==> src/design/lrp_pkg.sv <==
// LR parser package: sizes, field widths, entry encoding limits, codes and shared types.
// No dependencies; every design file references it by scoped names.
package lrp_pkg;

  localparam int NUM_STATES  = 128;
  localparam int NUM_COLUMNS = 16;
  localparam int NUM_RULES   = 32;
  localparam int STACK_DEPTH = 128;
  localparam int MAX_REDUCES = 16;

  localparam int STATE_W   = $clog2(NUM_STATES);
  localparam int COL_W     = $clog2(NUM_COLUMNS);
  localparam int RULE_W    = $clog2(NUM_RULES);
  localparam int LEN_W     = 4;
  localparam int ENTRY_W   = 15;
  localparam int LEVEL_W   = 8;
  localparam int SP_W      = $clog2(STACK_DEPTH + 1);
  localparam int NUM_SLOTS = STACK_DEPTH / 2;
  localparam int SLOT_W    = $clog2(NUM_SLOTS);
  localparam int RCNT_W    = $clog2(MAX_REDUCES + 1);
  localparam int TBL_AW    = STATE_W + COL_W;
  localparam int TBL_DEPTH = NUM_STATES * NUM_COLUMNS;
  localparam int CALC_W    = ((SP_W > LEN_W + 1) ? SP_W : LEN_W + 1) + 1;

  localparam logic signed [ENTRY_W-1:0] SHIFT_BASE  = ENTRY_W'(100);
  localparam logic signed [ENTRY_W-1:0] SHIFT_END   = ENTRY_W'(999);
  localparam logic signed [ENTRY_W-1:0] REDUCE_BASE = ENTRY_W'(1000);
  localparam logic signed [ENTRY_W-1:0] REDUCE_END  = ENTRY_W'(9999);
  localparam logic signed [ENTRY_W-1:0] ACCEPT_CODE = ENTRY_W'(10000);
  localparam logic [ENTRY_W-1:0] STATE_LIMIT = ENTRY_W'(NUM_STATES);
  localparam logic [ENTRY_W-1:0] RULE_LIMIT  = ENTRY_W'(NUM_RULES);

  typedef enum logic [1:0] {
    OP_WRITE_ENTRY = 2'd0,
    OP_WRITE_RULE  = 2'd1,
    OP_PARSE       = 2'd2,
    OP_RESTART     = 2'd3
  } op_t;

  typedef enum logic [2:0] {
    ACT_SHIFT  = 3'd0,
    ACT_REDUCE = 3'd1,
    ACT_ACCEPT = 3'd2,
    ACT_REJECT = 3'd3,
    ACT_ERROR  = 3'd4,
    ACT_DONE   = 3'd5
  } act_t;

  typedef enum logic [2:0] {
    K_REJECT = 3'd0,
    K_SHIFT  = 3'd1,
    K_REDUCE = 3'd2,
    K_ACCEPT = 3'd3,
    K_BAD    = 3'd4,
    K_GOTO   = 3'd5
  } kind_t;

  typedef struct packed {
    kind_t              kind;
    logic               ok;
    logic [STATE_W-1:0] idx;
  } dec_t;

  typedef struct packed {
    logic               we;
    logic [TBL_AW-1:0]  addr;
    logic [ENTRY_W-1:0] wdata;
  } tbl_req_t;

  typedef struct packed {
    logic              we;
    logic [RULE_W-1:0] idx;
    logic [COL_W-1:0]  lhs;
    logic [LEN_W-1:0]  len;
  } rule_wr_t;

  typedef struct packed {
    logic               we;
    logic [SLOT_W-1:0]  slot;
    logic [STATE_W-1:0] state;
  } stk_wr_t;

endpackage

==> src/design/lrp_stack.sv <==
// LR parser state stack: one slot per pushed state, registered read, bottom slot reads zero.
// Depends on lrp_pkg.
module lrp_stack (
  input  logic                        clk,
  input  lrp_pkg::stk_wr_t            wr,
  input  logic [lrp_pkg::SLOT_W-1:0]  rd_slot,
  output logic [lrp_pkg::STATE_W-1:0] rd_state
);

  logic [lrp_pkg::STATE_W-1:0] mem [lrp_pkg::NUM_SLOTS];
  logic [lrp_pkg::STATE_W-1:0] rdata_r;
  logic                        bottom_r;

  always_ff @(posedge clk) begin
    if (wr.we) begin
      mem[wr.slot] <= wr.state;
    end
    rdata_r  <= mem[rd_slot];
    bottom_r <= (rd_slot == '0);
  end

  assign rd_state = bottom_r ? '0 : rdata_r;

endmodule

==> config.mk <==
export PLATFORM = sky130hd
export DESIGN_NAME = lrp_stack
export DESIGN_NICKNAME = d
export VERILOG_FILES = /design/src/design/lrp_pkg.sv /design/src/design/lrp_stack.sv
export SDC_FILE = /design/constraint.sdc
export NUM_CORES = 1
export LEC_CHECK = 0
export BUFFER_PORTS_ARGS = -buffer_cell sky130_fd_sc_hd__buf_2
export CORE_AREA = 3 3 195 197
export DETAILED_ROUTE_END_ITERATION = 16
export DIE_AREA = 0 0 198 200
export GPL_TIMING_DRIVEN = 0
export PLACE_DENSITY = 0.71
export SYNTH_ARGS = -nofsm -noshare
export SYNTH_HDL_FRONTEND = slang
export SYNTH_SLANG_ARGS = --single-unit
==> constraint.sdc <==
create_clock -name clk -period 2.8 [get_ports clk]
set_input_delay 0.7 -clock clk [delete_from_list [all_inputs] [get_ports clk]]
set_output_delay 0.7 -clock clk [all_outputs]
set_load 0.005 [all_outputs]
==> metrics <==
run status completed; syn nets a little over 900; Initial Util 48.9%; Worst-Skew Late Latency ~0.55 ns; Worst Hold Class primary input to flip-flop; RR Startpoint mem[31][2]; Synth Area in Adders 0%; Final Power approximately 14 mW; synthesized-area fraction occupied by and/or/nand/nor cells ~3.7%; Hold Fails Final Rpt 0; initial antenna violation count 1; post-synthesis compound-gate area fraction 3.61%; Fill cells 2,747; grt ovf 0; most frequent cells in the layout edfxtp_1, mux4_2, nor2_1; postcts setup bufs 0; DP Wirelength 26,800 um; # rows 70; WP buf/inv 3; DR pass1 iterations 5; clk buf depth 3; Syn Inst Count 886; clock slew at reported path FFs 0.06 ns; total die area 39,600 um2; Yosys cell types 45; Final #Nets 974; antenna viol nets, final 0; Port-buffer cells 20; Yosys warnings 0; worst vdd ir 0.466 mV; leakage approximately 6.3 nW; CP peak stage delay 0.78 ns; Cell Pwr Density 701 nW/um2; pin count of the biggest net entering global routing 65; Syn Std Cell Area 17,800 um2; Area Growth Syn to Fin 11.4%; Slew Viols, Final 0; Worst Clk Skew 0.0149 ns; crit path max fanout 10; WHS roughly 0.75 ns; async set-reset flop share out of synthesis 0%; antenna cell count 0; Post-Synth XOR/XNOR Area 0%; Post-Route WL between 40,000 and 50,000 um; post-route minimum period 2.76 ns; post-CTS sizing 0; vias post-DR 9,148; fraction of final layout cells sized beyond drive strength 1 20.1%; flops & latches, synth ~460; cell family with most CP delay buffers and inverters; Reg area 13,600 um2; crit path cell chain buf_4, buf_2, clkbuf_1, mux4_2, a21oi_1, nand3_1, o311a_1; # setup viols final 0; Synth Area per Inst approximately 20 um2; maxcap violations 0; vias in the first global route 8,970; hold wc startpoint rd_slot[5]; root buffer cell clkbuf_16; Final Cycle Share a little over nine tenths; nature of the critical path startpoint primary input; Tightest Pin Transition between 1 and 1.5 ns; Post-synth EDFFs approximately 450; H-tree depth 2; area of the multi-input gates between 3000 and 4000 um2; register area share after synthesis 76.3%; critical path arrival 3.16 ns; Iter 0 DRT Violations between 1,000 and 1,500; RSZ-0062 raised after global routing false; CP required 3.20 ns; TritonCTS clock tree done; area of the core around 36,000 um2; Num Clock Sinks 456; fmax 363 MHz; Die Height 200 um; mux contribution to synthesized area 14.5%; Crit. End Element flip-flop; CP max-delay cell clkbuf_1; Avg WL per Cell about 30 um; Setup CP Type primary input to flip-flop; r2r setup slk approximately 0.46 ns; Residual DRC 0; vias per std cell 6.30; GRT Total Usage 22.2%; CTS Buf Count 45; CP startpoint rd_slot[1]; first-pass GRT wire length 62,900 um; top_reg_cell synth edfxtp_1; I/O pin count 28; cts hold-fix bufs 0; Final Wtd Congestion 0.852; most common cell after layout, fill and taps aside edfxtp_1; slew margin rel. 11.8%; largest family of logic cells by synthesized area multiplexers; Chip Width slightly below 200 um
[logic make-up (layout without fill, tap and decap cells)]
family,Yosys count,in the layout
simple gates,140,140
buf+inv,51,148
compound gates,87,87
flops,456,456
mux,152,152
[registers in the layout, indices dropped and copies added (netlist names)]
signal / cells
bottom_r: 1
mem: 448
rdata_r: 7
[worst min-delay path: cells and delay by family]
kind / cells / cell delay [ns]
buf+inv: 1 / 0.21
compound gates: 2 / 0.32
[metrics by stage]
step	instances	setup WS [ns]	utilization (%)	TNS [ns]	instance area, um2
finish	1451	0.0441	54.5	0	19900
global route	1451	0.0204	54.5	0	19900
floorplan	886	0.499	-	0	17800
CTS	1451	0.0146	54.5	0	19900
global placement	1374	-0.532	50.8	-7.64	18500
detailed placement	1374	-0.524	50.8	-24.19	18500
[final cells by class]
type | count | share of cell area [%]
inverter | 1 | 0.0189
clock inverter | 14 | 0.491
clock buffer | 63 | 6.27
buffer | 50 | 1.61
tap | 468 | 2.95
sequential | 456 | 68.5
multi-input combinational | 379 | 19.6
timing repair buffer | 20 | 0.504
[worst paths after layout]
check | endpoint | cells after the start
max | rdata_r[4] | 7
min reg2reg | rdata_r[3] | 5
min | rdata_r[3] | 3
max reg2reg | rdata_r[2] | 5
[report_power, final]
part / total [mW] / internal (mW) / switching [mW] / leakage (nW)
registers: 7.57 / 7.56 / 0.0123 / 4.10
logic: 0.777 / 0.269 / 0.508 / 1.54
clock network: 5.58 / 3.19 / 2.40 / 0.654
[routing by layer]
metal  share of wire [%]  GRT usage [%]
met5                   0              0
met4                 2.9           6.24
met3                 9.9           4.18
met2                  46           34.1
met1                  41           33.3
[synthesized netlist by cell type (4+ instances only)]
library cell / count / area share, %
edfxtp_1: 448 / 75
mux4_2: 85 / 11
nor2_1: 77 / 1.6
mux2i_1: 64 / 3.6
clkbuf_1: 21 / 0.44
nor2b_1: 21 / 0.74
o22ai_1: 15 / 0.53
a22oi_1: 13 / 0.55
a21oi_1: 12 / 0.34
buf_2: 12 / 0.34
a211oi_1: 11 / 0.46
buf_6: 11 / 0.69
nand2_1: 10 / 0.21
a22o_1: 9 / 0.44
dfxtp_1: 8 / 0.90
nand3_1: 7 / 0.20
o221ai_1: 7 / 0.34
buf_4: 5 / 0.21
o21ai_0: 5 / 0.14
nand2b_1: 4 / 0.14
nor4_1: 4 / 0.14
Power figures use the tool's default switching activity.
