<file path="src/design/lrp_pkg.sv">
// LR parser package: sizes, field widths, entry encoding limits, codes and shared types.
// No dependencies; every design file references it by scoped names.
package lrp_pkg;

  localparam int NUM_STATES  = 128;
  localparam int NUM_COLUMNS = 16;
  localparam int NUM_RULES   = 32;
  localparam int STACK_DEPTH = 128;
  localparam int MAX_REDUCES = 16;

  localparam int STATE_W   = $clog2(NUM_STATES);
  localparam int COL_W     = $clog2(NUM_COLUMNS);
  localparam int RULE_W    = $clog2(NUM_RULES);
  localparam int LEN_W     = 4;
  localparam int ENTRY_W   = 15;
  localparam int LEVEL_W   = 8;
  localparam int SP_W      = $clog2(STACK_DEPTH + 1);
  localparam int NUM_SLOTS = STACK_DEPTH / 2;
  localparam int SLOT_W    = $clog2(NUM_SLOTS);
  localparam int RCNT_W    = $clog2(MAX_REDUCES + 1);
  localparam int TBL_AW    = STATE_W + COL_W;
  localparam int TBL_DEPTH = NUM_STATES * NUM_COLUMNS;
  localparam int CALC_W    = ((SP_W > LEN_W + 1) ? SP_W : LEN_W + 1) + 1;

  localparam logic signed [ENTRY_W-1:0] SHIFT_BASE  = ENTRY_W'(100);
  localparam logic signed [ENTRY_W-1:0] SHIFT_END   = ENTRY_W'(999);
  localparam logic signed [ENTRY_W-1:0] REDUCE_BASE = ENTRY_W'(1000);
  localparam logic signed [ENTRY_W-1:0] REDUCE_END  = ENTRY_W'(9999);
  localparam logic signed [ENTRY_W-1:0] ACCEPT_CODE = ENTRY_W'(10000);
  localparam logic [ENTRY_W-1:0] STATE_LIMIT = ENTRY_W'(NUM_STATES);
  localparam logic [ENTRY_W-1:0] RULE_LIMIT  = ENTRY_W'(NUM_RULES);

  typedef enum logic [1:0] {
    OP_WRITE_ENTRY = 2'd0,
    OP_WRITE_RULE  = 2'd1,
    OP_PARSE       = 2'd2,
    OP_RESTART     = 2'd3
  } op_t;

  typedef enum logic [2:0] {
    ACT_SHIFT  = 3'd0,
    ACT_REDUCE = 3'd1,
    ACT_ACCEPT = 3'd2,
    ACT_REJECT = 3'd3,
    ACT_ERROR  = 3'd4,
    ACT_DONE   = 3'd5
  } act_t;

  typedef enum logic [2:0] {
    K_REJECT = 3'd0,
    K_SHIFT  = 3'd1,
    K_REDUCE = 3'd2,
    K_ACCEPT = 3'd3,
    K_BAD    = 3'd4,
    K_GOTO   = 3'd5
  } kind_t;

  typedef struct packed {
    kind_t              kind;
    logic               ok;
    logic [STATE_W-1:0] idx;
  } dec_t;

  typedef struct packed {
    logic               we;
    logic [TBL_AW-1:0]  addr;
    logic [ENTRY_W-1:0] wdata;
  } tbl_req_t;

  typedef struct packed {
    logic              we;
    logic [RULE_W-1:0] idx;
    logic [COL_W-1:0]  lhs;
    logic [LEN_W-1:0]  len;
  } rule_wr_t;

  typedef struct packed {
    logic               we;
    logic [SLOT_W-1:0]  slot;
    logic [STATE_W-1:0] state;
  } stk_wr_t;

endpackage

</file>
<file path="src/design/lrp_decode.sv">
// LR parser entry decoder: the shared subtract and compare unit for action and goto entries.
// Depends on lrp_pkg.
module lrp_decode (
  input  logic signed [lrp_pkg::ENTRY_W-1:0] entry,
  input  logic                               goto_mode,
  output lrp_pkg::dec_t                      dec
);

  logic signed [lrp_pkg::ENTRY_W-1:0] base;
  logic signed [lrp_pkg::ENTRY_W-1:0] diff;
  logic                               fits_state;
  logic                               fits_rule;

  always_comb begin
    priority if (goto_mode) begin
      base = '0;
    end else if (entry >= lrp_pkg::REDUCE_BASE) begin
      base = lrp_pkg::REDUCE_BASE;
    end else begin
      base = lrp_pkg::SHIFT_BASE;
    end
  end

  assign diff       = entry - base;
  assign fits_state = !diff[lrp_pkg::ENTRY_W-1] && ($unsigned(diff) < lrp_pkg::STATE_LIMIT);
  assign fits_rule  = !diff[lrp_pkg::ENTRY_W-1] && ($unsigned(diff) < lrp_pkg::RULE_LIMIT);

  always_comb begin
    dec.idx = diff[lrp_pkg::STATE_W-1:0];
    dec.ok  = 1'b0;
    priority if (goto_mode) begin
      dec.kind = lrp_pkg::K_GOTO;
      dec.ok   = fits_state;
    end else if (entry < 0) begin
      dec.kind = lrp_pkg::K_BAD;
    end else if (entry == 0) begin
      dec.kind = lrp_pkg::K_REJECT;
    end else if (entry < lrp_pkg::SHIFT_BASE) begin
      dec.kind = lrp_pkg::K_BAD;
    end else if (entry <= lrp_pkg::SHIFT_END) begin
      dec.kind = lrp_pkg::K_SHIFT;
      dec.ok   = fits_state;
    end else if (entry <= lrp_pkg::REDUCE_END) begin
      dec.kind = lrp_pkg::K_REDUCE;
      dec.ok   = fits_rule;
    end else if (entry == lrp_pkg::ACCEPT_CODE) begin
      dec.kind = lrp_pkg::K_ACCEPT;
    end else begin
      dec.kind = lrp_pkg::K_BAD;
    end
  end

endmodule

</file>
<file path="config.mk">
export PLATFORM = sky130hd
export DESIGN_NAME = lrp_decode
export DESIGN_NICKNAME = d
export VERILOG_FILES = /design/src/design/lrp_pkg.sv /design/src/design/lrp_decode.sv
export SDC_FILE = /design/constraint.sdc
export NUM_CORES = 1
export LEC_CHECK = 0
export BUFFER_PORTS_ARGS = -buffer_cell sky130_fd_sc_hd__buf_4
export CELL_PAD_IN_SITES_DETAIL_PLACEMENT = 1
export CELL_PAD_IN_SITES_GLOBAL_PLACEMENT = 1
export CORE_UTILIZATION = 35
export DETAILED_ROUTE_END_ITERATION = 6
export GPL_ROUTABILITY_DRIVEN = 0
export PLACE_DENSITY_LB_ADDON = 0.1
export SYNTH_ARGS = -nofsm -noshare
export SYNTH_HDL_FRONTEND = slang
export SYNTH_SLANG_ARGS = --single-unit
</file>
<file path="constraint.sdc">
create_clock -name vclk -period 3.9
set_input_delay 0.39 -clock vclk [all_inputs]
set_output_delay 0.39 -clock vclk [all_outputs]
set_load 0.005 [all_outputs]
</file>
==> results of run 1 <==
[placed cells by master, fill, tap and decap left out, drive strengths merged, types with 2 or more instances in the layout]
cell type,synthesis,final
a21o,4,4
a21oi,5,5
buf,3,28
ha,7,7
inv,5,5
nand2,7,7
nand2b,3,3
nor2,10,10
nor3,6,6
nor4,3,3
o2111ai,3,3
o211ai,3,3
o21ai,7,7
or3,2,2
xnor2,2,2
xor2,3,3
[logic make-up (layout without fill, tap and decap cells)]
logic type / Yosys count / count (layout)
XOR/XNOR: 5 / 5
multiplexers: 1 / 1
adder cells (fa/ha/maj): 8 / 8
AND/OR/NAND/NOR: 36 / 36
buffers and inverters: 8 / 33
AO/OA/AOI/OAI: 33 / 33
[metrics by stage]
stage | utilization | total power [W]
finish | 0.5043 | 0.0001226
detailed placement | 0.5000 | 0.0001208
global placement | 0.5000 | 0.0001172
global route | 0.5043 | 0.0001336
CTS | 0.5000 | 0.0001214
floorplan | - | 0.00006900
[worst paths after layout]
check  slack [ps]       from  cells after the start      to
min           970   entry[0]                      2  dec[0]
max           260  entry[11]                     15  dec[7]
[area by class of cell]
type | count | area, sq um
timing repair buffer | 28 | 210.2
multi-input combinational | 83 | 610.6
fill | 240 | 855.8
tap | 25 | 31.28
inverter | 5 | 18.77
[critical path: cells and delay by family]
family	cells	cell delay (ps)
compound gates	5	890
xor+xnor	1	180
fa+ha+maj	2	610
buf+inv	3	350
simple gates	4	800
[repair_timing]
action                     4_1_cts  5_1_grt
resized for setup                0        4
setup endpoints to repair        0        1
hold buffers                     0        0
[power breakdown]
group / switching [W] / leakage, nW / total [W] / internal [W]
Sequential: 0 / 0 / 0 / 0
Combinational: 0.0000654 / 0.368 / 0.000123 / 0.0000572
Clock: 0 / 0 / 0 / 0
Total: 0.0000654 / 0.368 / 0.000123 / 0.0000572
[metal layers]
layer | routed length (um) | track usage | share of wire | up-vias
met4 | 0 | 0 | 0 | 0
met1 | 1072 | 0.3398 | 0.48 | 404
li1 | - | - | - | 402
met5 | 0 | 0 | 0 | -
met2 | 1072 | 0.3884 | 0.48 | 19
met3 | 73 | 0 | 0.033 | 0
==> impl_metrics.env, run 1 <==
export IMPL_status="completed"
export IMPL_yosys_cell_types_count=39
export IMPL_synth_top_cell_area_share=0.1351
export IMPL_synthCells=91
export IMPL_dpl_worst_slack_ps=159.1
export IMPL_leakagePower_nw=0.3681
export IMPL_drive_gt1_frac=0.3190
export IMPL_synth_compound_area_frac=0.3880
export IMPL_grt_max_degree=11
export IMPL_critical_path_class="in -> out"
export IMPL_n_antenna_cell=0
export IMPL_end_kind="output port"
export IMPL_hold_viol=0
export IMPL_drt_iter0_markers=23
export IMPL_die_area_sq_um=2028
export IMPL_drtPass1Iterations=4
export IMPL_drt_wl_total_um=2218
export IMPL_instances_no_fill=141
export IMPL_place_inst=141
export IMPL_vias=825
export IMPL_power_density_nw_per_um2=140.8
export IMPL_maxCapViolations=0
export IMPL_finalInstanceArea_sq_um=870.8
export IMPL_seq_cells=0
export IMPL_synthMuxAreaShare=0.01544
export IMPL_ff_latch_area_sq_um=0
export IMPL_synth_area_leaders="ha_1, o21ai_0, nor2_1"
export IMPL_setup_slack_ps=263.7
export IMPL_tns_ps=0
export IMPL_path_cells="buf_4 > nor4_2 > o21ai_1 > nand2b_1 > and2_1 > ha_1 > inv_1 > fa_1 > nor3_2 > o21ai_1 > xor2_1 > a2111oi_2 > o2111ai_1 > a221oi_2 > buf_4"
export IMPL_seq_area_frac_synth=0
export IMPL_synth_top_area_cell="ha_1"
export IMPL_final_antenna_net_count=0
export IMPL_min_period_ps=3636
export IMPL_max_freq_ghz=0.2750
export IMPL_dp_hpwl_um=1891
export IMPL_yosys_area_share_xor_xnor=0.06757
export IMPL_synth_simple_gate_area_frac=0.2934
export IMPL_postSynthAreaPerCell_sq_um=7.122
export IMPL_grt_setup_unrepaired="false"
export IMPL_wl_per_cell_um=15.73
export IMPL_cp_required_ps=3510
export IMPL_synth_top_family_by_area="compound AO/OA/AOI/OAI gates"
export IMPL_clkbuf_count=0
export IMPL_setup_viol=0
export IMPL_ioPinCount=27
export IMPL_fp_dieH_um=45.03
export IMPL_worstSetupStartpointType="input pin"
export IMPL_slew_viol_final=0
export IMPL_worst_pin_slew_ps=380.0
export IMPL_holdWs_ps=967.3
export IMPL_placed_cell_area_sq_um=863.3
export IMPL_via_per_inst=5.851
export IMPL_netlist_area_sq_um=648.1
export IMPL_peakVddDrop_uv=55.79
export IMPL_yosysMostFrequentCell="nor2_1"
export IMPL_cts_setup_buffers=0
export IMPL_coreArea_sq_um=1727
export IMPL_rows=15
export IMPL_cp_max_fo=6
export IMPL_yosysWarnings=0
export IMPL_drcViolationCount=0
export IMPL_nets=142
export IMPL_grt_pass1_vias=741
export IMPL_crit_arrival_ps=3250
export IMPL_synth_common_cells="nor2_1, ha_1, nand2_1, o21ai_0, nor3_1"
export IMPL_start_util=0.3754
export IMPL_slowest_delay_ps=450
export IMPL_slew_headroom=0.7447
export IMPL_hold_path_class="in -> out"
export IMPL_finalCritPeriodShare=0.9324
export IMPL_syn_to_final_growth_pct=34.36
export IMPL_gr_total_overflow=0
export IMPL_cp_slowest_cell="fa_1"
export IMPL_grt_use_total=0.2270
export IMPL_synthAdderAreaFrac=0.1660
export IMPL_grt_pass1_wl_um=3429
export IMPL_antenna_found_initial=0
export IMPL_die_width_um=45.03
export IMPL_synthesis_nets=115
export IMPL_io_buffers=27
Note: power is estimated with default switching activity, not from simulation.
==> inputs of run 2 (changes only) <==
Settings changed: REMOVE_ABC_BUFFERS set to 1.
==> run 2 against run 1 <==
- flip-flop and latch count unchanged
- die area unchanged
- power rose by 2.3%
- setup slack better by 83 ps
- via count rose by 1.6%
- critical path depth unchanged
- wire length shrank 1.8%
- non-clock buffer count up 4
- global-route usage down 0.12 points
- first-iteration DRC count decreased by 70%
- combinational power barely moved
- hold slack improved by 1.0 ps
- critical path type unchanged
- critical endpoint unchanged
- largest power group unchanged
==> impl_metrics.env, run 2 (synthesized netlist as in run 1, its figures left out) <==
export IMPL_power_frac_seq=0
export IMPL_grt_use_total=0.2258
export IMPL_worst_pin_slew_ps=400.0
export IMPL_cp_max_fo=6
export IMPL_die_width_um=45.03
export IMPL_hold_path_class="in -> out"
export IMPL_wl_per_cell_um=15.01
export IMPL_hold_start="entry[0]"
export IMPL_grt_pass1_vias=764
export IMPL_setup_viol=0
export IMPL_syn_to_final_growth_pct=38.61
export IMPL_tns_ps=0
export IMPL_nFillCells=245
export IMPL_dpl_worst_slack_ps=103.5
export IMPL_cp_required_ps=3510
export IMPL_io_buffers=27
export IMPL_status="completed"
export IMPL_peakVddDrop_uv=53.32
export IMPL_leakagePower_nw=0.3878
export IMPL_place_inst=145
export IMPL_slowest_delay_ps=430
export IMPL_maxCapViolations=0
export IMPL_dp_hpwl_um=1880
export IMPL_finalCritPeriodShare=0.9110
export IMPL_ctsHoldBuffers=0
export IMPL_instances_no_fill=145
export IMPL_ff_latch_area_sq_um=0
export IMPL_coreArea_sq_um=1727
export IMPL_drive_gt1_frac=0.3333
export IMPL_drcViolationCount=0
export IMPL_mostFrequentLayoutCells="buf_4, nor2_1, o21ai_0, nand2_1, ha_1"
export IMPL_power_switching_w=0.00006524
export IMPL_min_period_ps=3553
export IMPL_p_sw_frac=0.5200
export IMPL_vias=838
export IMPL_holdPathStages=2
export IMPL_nets=146
export IMPL_final_antenna_net_count=0
export IMPL_die_area_sq_um=2028
export IMPL_drtPass1Iterations=4
export IMPL_p_int_w=0.00006023
export IMPL_worstSetupStartpointType="input pin"
export IMPL_fp_dieH_um=45.03
export IMPL_gr_total_overflow=0
export IMPL_hold_viol=0
export IMPL_start_util=0.3754
export IMPL_grt_setup_unrepaired="false"
export IMPL_crit_arrival_ps=3160
export IMPL_cts_setup_buffers=0
export IMPL_holdPathEnd="dec[0]"
export IMPL_clock_power_share=0
export IMPL_grt_pass1_wl_um=3491
export IMPL_seq_cells=0
export IMPL_cp_slowest_cell="fa_1"
export IMPL_rows=15
export IMPL_grt_max_degree=11
export IMPL_n_antenna_cell=0
export IMPL_path_cells="buf_4 > nor4_2 > o21ai_0 > nand2b_1 > and2_1 > ha_1 > inv_1 > fa_1 > nor3_2 > o21ai_0 > xor2_1 > a2111oi_2 > o2111ai_1 > a221oi_2 > buf_4"
export IMPL_ioPinCount=27
export IMPL_end_kind="output port"
export IMPL_slew_viol_final=0
export IMPL_drt_wl_total_um=2177
export IMPL_layout_commonest_cell="buf_4"
export IMPL_antenna_found_initial=0
export IMPL_power_density_nw_per_um2=139.7
export IMPL_critical_path_class="in -> out"
export IMPL_post_cts_resized=0
export IMPL_via_per_inst=5.779
export IMPL_slew_headroom=0.7313
export IMPL_totalPowerFinal_w=0.0001255
export IMPL_setup_slack_ps=347.0
export IMPL_drt_iter0_markers=7
export IMPL_p_comb_frac=1.000
export IMPL_max_freq_ghz=0.2815
export IMPL_clkbuf_count=0
## run 2: changes by cell type in the layout (fill, tap and decap cells not counted), sizes merged
cell and change:
buf +4
## run 2: critical path: cells and delay by family
family                     cells  cell delay [ps]
adders and majority gates      2              590
buffers and inverters          3              340
xor gates and xnor gates       1              190
and+or+nand+nor                4              710
AOI/OAI and AO/OA              5              940
## run 2: layout make-up
type / count / area, sq um / area share
multi-input combinational: 83 / 608.1 / 0.6769
tap: 25 / 31.28 / 0.03482
timing repair buffer: 32 / 240.2 / 0.2674
inverter: 5 / 18.77 / 0.02089
## run 2: power by group through the flow
stage,clock (W),combinational (W),sequential [W]
global route,0,0.000138,0
floorplan,0,0.0000650,0
CTS,0,0.000125,0
finish,0,0.000125,0
detailed placement,0,0.000124,0
global placement,0,0.000121,0
## run 2: routing by layer
layer | routed length (um) | vias to the layer above | global-route usage | part of all wire
met3 | 86 | 0 | 0 | 0.040
met5 | 0 | - | 0 | 0
li1 | - | 411 | - | -
met2 | 1049 | 22 | 0.3913 | 0.48
met1 | 1040 | 405 | 0.3333 | 0.48
met4 | 0 | 0 | 0 | 0
## run 2: worst max-delay path by stage
stage / to / start
finish: dec[7] / entry[11]
global route: dec[7] / entry[11]
CTS: dec[7] / entry[11]
detailed placement: dec[7] / entry[11]
global placement: dec[7] / entry[11]
floorplan: dec[7] / entry[11]
## run 2: through the flow
stage                     hold WS (ps)  area (sq um)    util
after floorplan                  780.0         621.8       -
after global placement           964.1         893.4  0.5174
after detailed placement         968.4         893.4  0.5174
after CTS                        968.4         893.4  0.5174
after global routing             978.9         898.4  0.5203
final                            968.3         898.4  0.5203
==> inputs of run 3 (changes only) <==
--- a/config.mk
+++ b/config.mk
@@ -7,4 +7,5 @@
 export LEC_CHECK = 0
 export BUFFER_PORTS_ARGS = -buffer_cell sky130_fd_sc_hd__buf_4
+export CAP_MARGIN = 25
 export CELL_PAD_IN_SITES_DETAIL_PLACEMENT = 1
 export CELL_PAD_IN_SITES_GLOBAL_PLACEMENT = 1
==> constraint.sdc (replaced) <==
create_clock -name vclk -period 3.7
set_input_delay 0.185 -clock vclk [all_inputs]
set_output_delay 0.185 -clock vclk [all_outputs]
set_load 0.005 [all_outputs]
==> run 3 against run 2 <==
- combinational power barely moved
- via count shrank 4.4%
- final area fell by 2.5%
- clock-buffer cell count stayed put
- largest cell class unchanged
==> impl_metrics.env, run 3 (synthesized netlist as in run 1, its figures left out) <==
export IMPL_hold_start="entry[1]"
export IMPL_max_freq_ghz=0.2980
export IMPL_nets=143
export IMPL_dr_max_layer_used="met3"
export IMPL_syn_to_final_growth_pct=35.14
export IMPL_cts_setup_buffers=0
export IMPL_die_area_sq_um=2028
export IMPL_coreArea_sq_um=1727
export IMPL_tns_ps=0
export IMPL_grt_pass1_vias=777
export IMPL_worst_path_buf_inv=3
export IMPL_holdPathEnd="dec[1]"
export IMPL_antenna_found_initial=0
export IMPL_path_cells="buf_4 > nor4_2 > o21ai_0 > nand2b_1 > and2_1 > ha_1 > inv_1 > fa_1 > nor3_2 > o21ai_0 > xor2_1 > a2111oi_2 > o2111ai_1 > a221oi_2 > buf_4"
export IMPL_setup_viol=0
export IMPL_critical_path_class="in -> out"
export IMPL_cp_max_fo=6
export IMPL_gr_total_overflow=0
export IMPL_hold_viol=0
export IMPL_seq_cells=0
export IMPL_worstSetupStartpointType="input pin"
export IMPL_dpl_worst_slack_ps=254.1
export IMPL_drtPass1Iterations=4
export IMPL_worst_pin_slew_ps=352.6
export IMPL_slew_headroom=0.7632
export IMPL_ioPinCount=27
export IMPL_min_period_ps=3356
export IMPL_wl_per_cell_um=14.89
export IMPL_holdPathStages=2
export IMPL_slew_viol_final=0
export IMPL_slowest_delay_ps=440
export IMPL_wl_met2_um=1018
export IMPL_io_buffers=27
export IMPL_mostFrequentLayoutCells="buf_4, nor2_1, o21ai_0, nand2_1, ha_1"
export IMPL_place_inst=142
export IMPL_drive_gt1_frac=0.3162
export IMPL_end_kind="output port"
export IMPL_ctsHoldBuffers=0
export IMPL_die_width_um=45.03
export IMPL_n_antenna_cell=0
export IMPL_start_util=0.3754
export IMPL_grt_setup_unrepaired="false"
export IMPL_instances_no_fill=142
export IMPL_fp_dieH_um=45.03
export IMPL_maxCapViolations=0
export IMPL_vias=801
export IMPL_peakVddDrop_uv=51.85
export IMPL_dp_hpwl_um=1813
export IMPL_grt_max_degree=11
export IMPL_setup_slack_ps=344.1
export IMPL_nFillCells=234
export IMPL_hold_path_class="in -> out"
export IMPL_drt_iter0_markers=7
export IMPL_grt_use_total=0.2268
export IMPL_routed_wl_met3_um=72
export IMPL_crit_arrival_ps=3170
export IMPL_final_antenna_net_count=0
export IMPL_drt_wl_total_um=2115
export IMPL_via_per_inst=5.641
export IMPL_grt_pass1_wl_um=3532
export IMPL_ff_latch_area_sq_um=0
export IMPL_drcViolationCount=0
export IMPL_power_density_nw_per_um2=145.1
export IMPL_wl_met1_um=1024
export IMPL_finalCritPeriodShare=0.9070
export IMPL_clkbuf_count=0
export IMPL_rows=15
export IMPL_cp_required_ps=3510
export IMPL_layout_commonest_cell="buf_4"
export IMPL_cp_top_family="compound AO/OA/AOI/OAI gates"
export IMPL_cp_slowest_cell="fa_1"
export IMPL_leakagePower_nw=0.3721
export IMPL_status="completed"
run 3: changes by cell type in the layout (fill, tap and decap cells not counted):
cell   change
buf_4      -3
run 3: what timing repair did:
| action | in CTS | in global routing |
|---|---|---|
| endpoints found under the hold margin | 0 | 0 |
| endpoints found under the setup margin | 0 | 1 |
| gates resized for setup | 0 | 1 |
run 3: final cells by class:
type	count	area (sq um)	area share
multi-input combinational	83	608.1	0.6943
timing repair buffer	29	217.7	0.2486
tap	25	31.28	0.03571
inverter	5	18.77	0.02143
run 3: power by group:
part | internal, W | switching, W | leakage (nW)
logic | 0.0000604 | 0.0000666 | 0.372
registers | 0 | 0 | 0
clock network | 0 | 0 | 0
run 3: worst max-delay path by stage:
stage | start | endpoint | depth (start not counted)
3_5_place_dp | entry[11] | dec[7] | 15
2_1_floorplan | entry[11] | dec[7] | 13
5_1_grt | entry[11] | dec[7] | 15
6_report | entry[11] | dec[7] | 15
3_3_place_gp | entry[11] | dec[7] | 15
4_1_cts | entry[11] | dec[7] | 15
run 3: per-stage QoR:
stage                     instance area, sq um  hold slack (ps)    power, W  utilization
after global routing                     875.8            563.4   0.0001408       0.5072
after floorplan                          621.8            370.0  0.00006855            -
final                                    875.8            561.1   0.0001271       0.5072
after detailed placement                 870.8            560.8   0.0001261       0.5043
after CTS                                870.8            561.0   0.0001267       0.5043
after global placement                   870.8            554.6   0.0001232       0.5043
run 3: metal layers:
layer,GRT usage,vias to the layer above
li1,-,405
met1,0.3220,378
met2,0.3971,18
met3,0.01200,0
met4,0.006061,0
met5,0,-
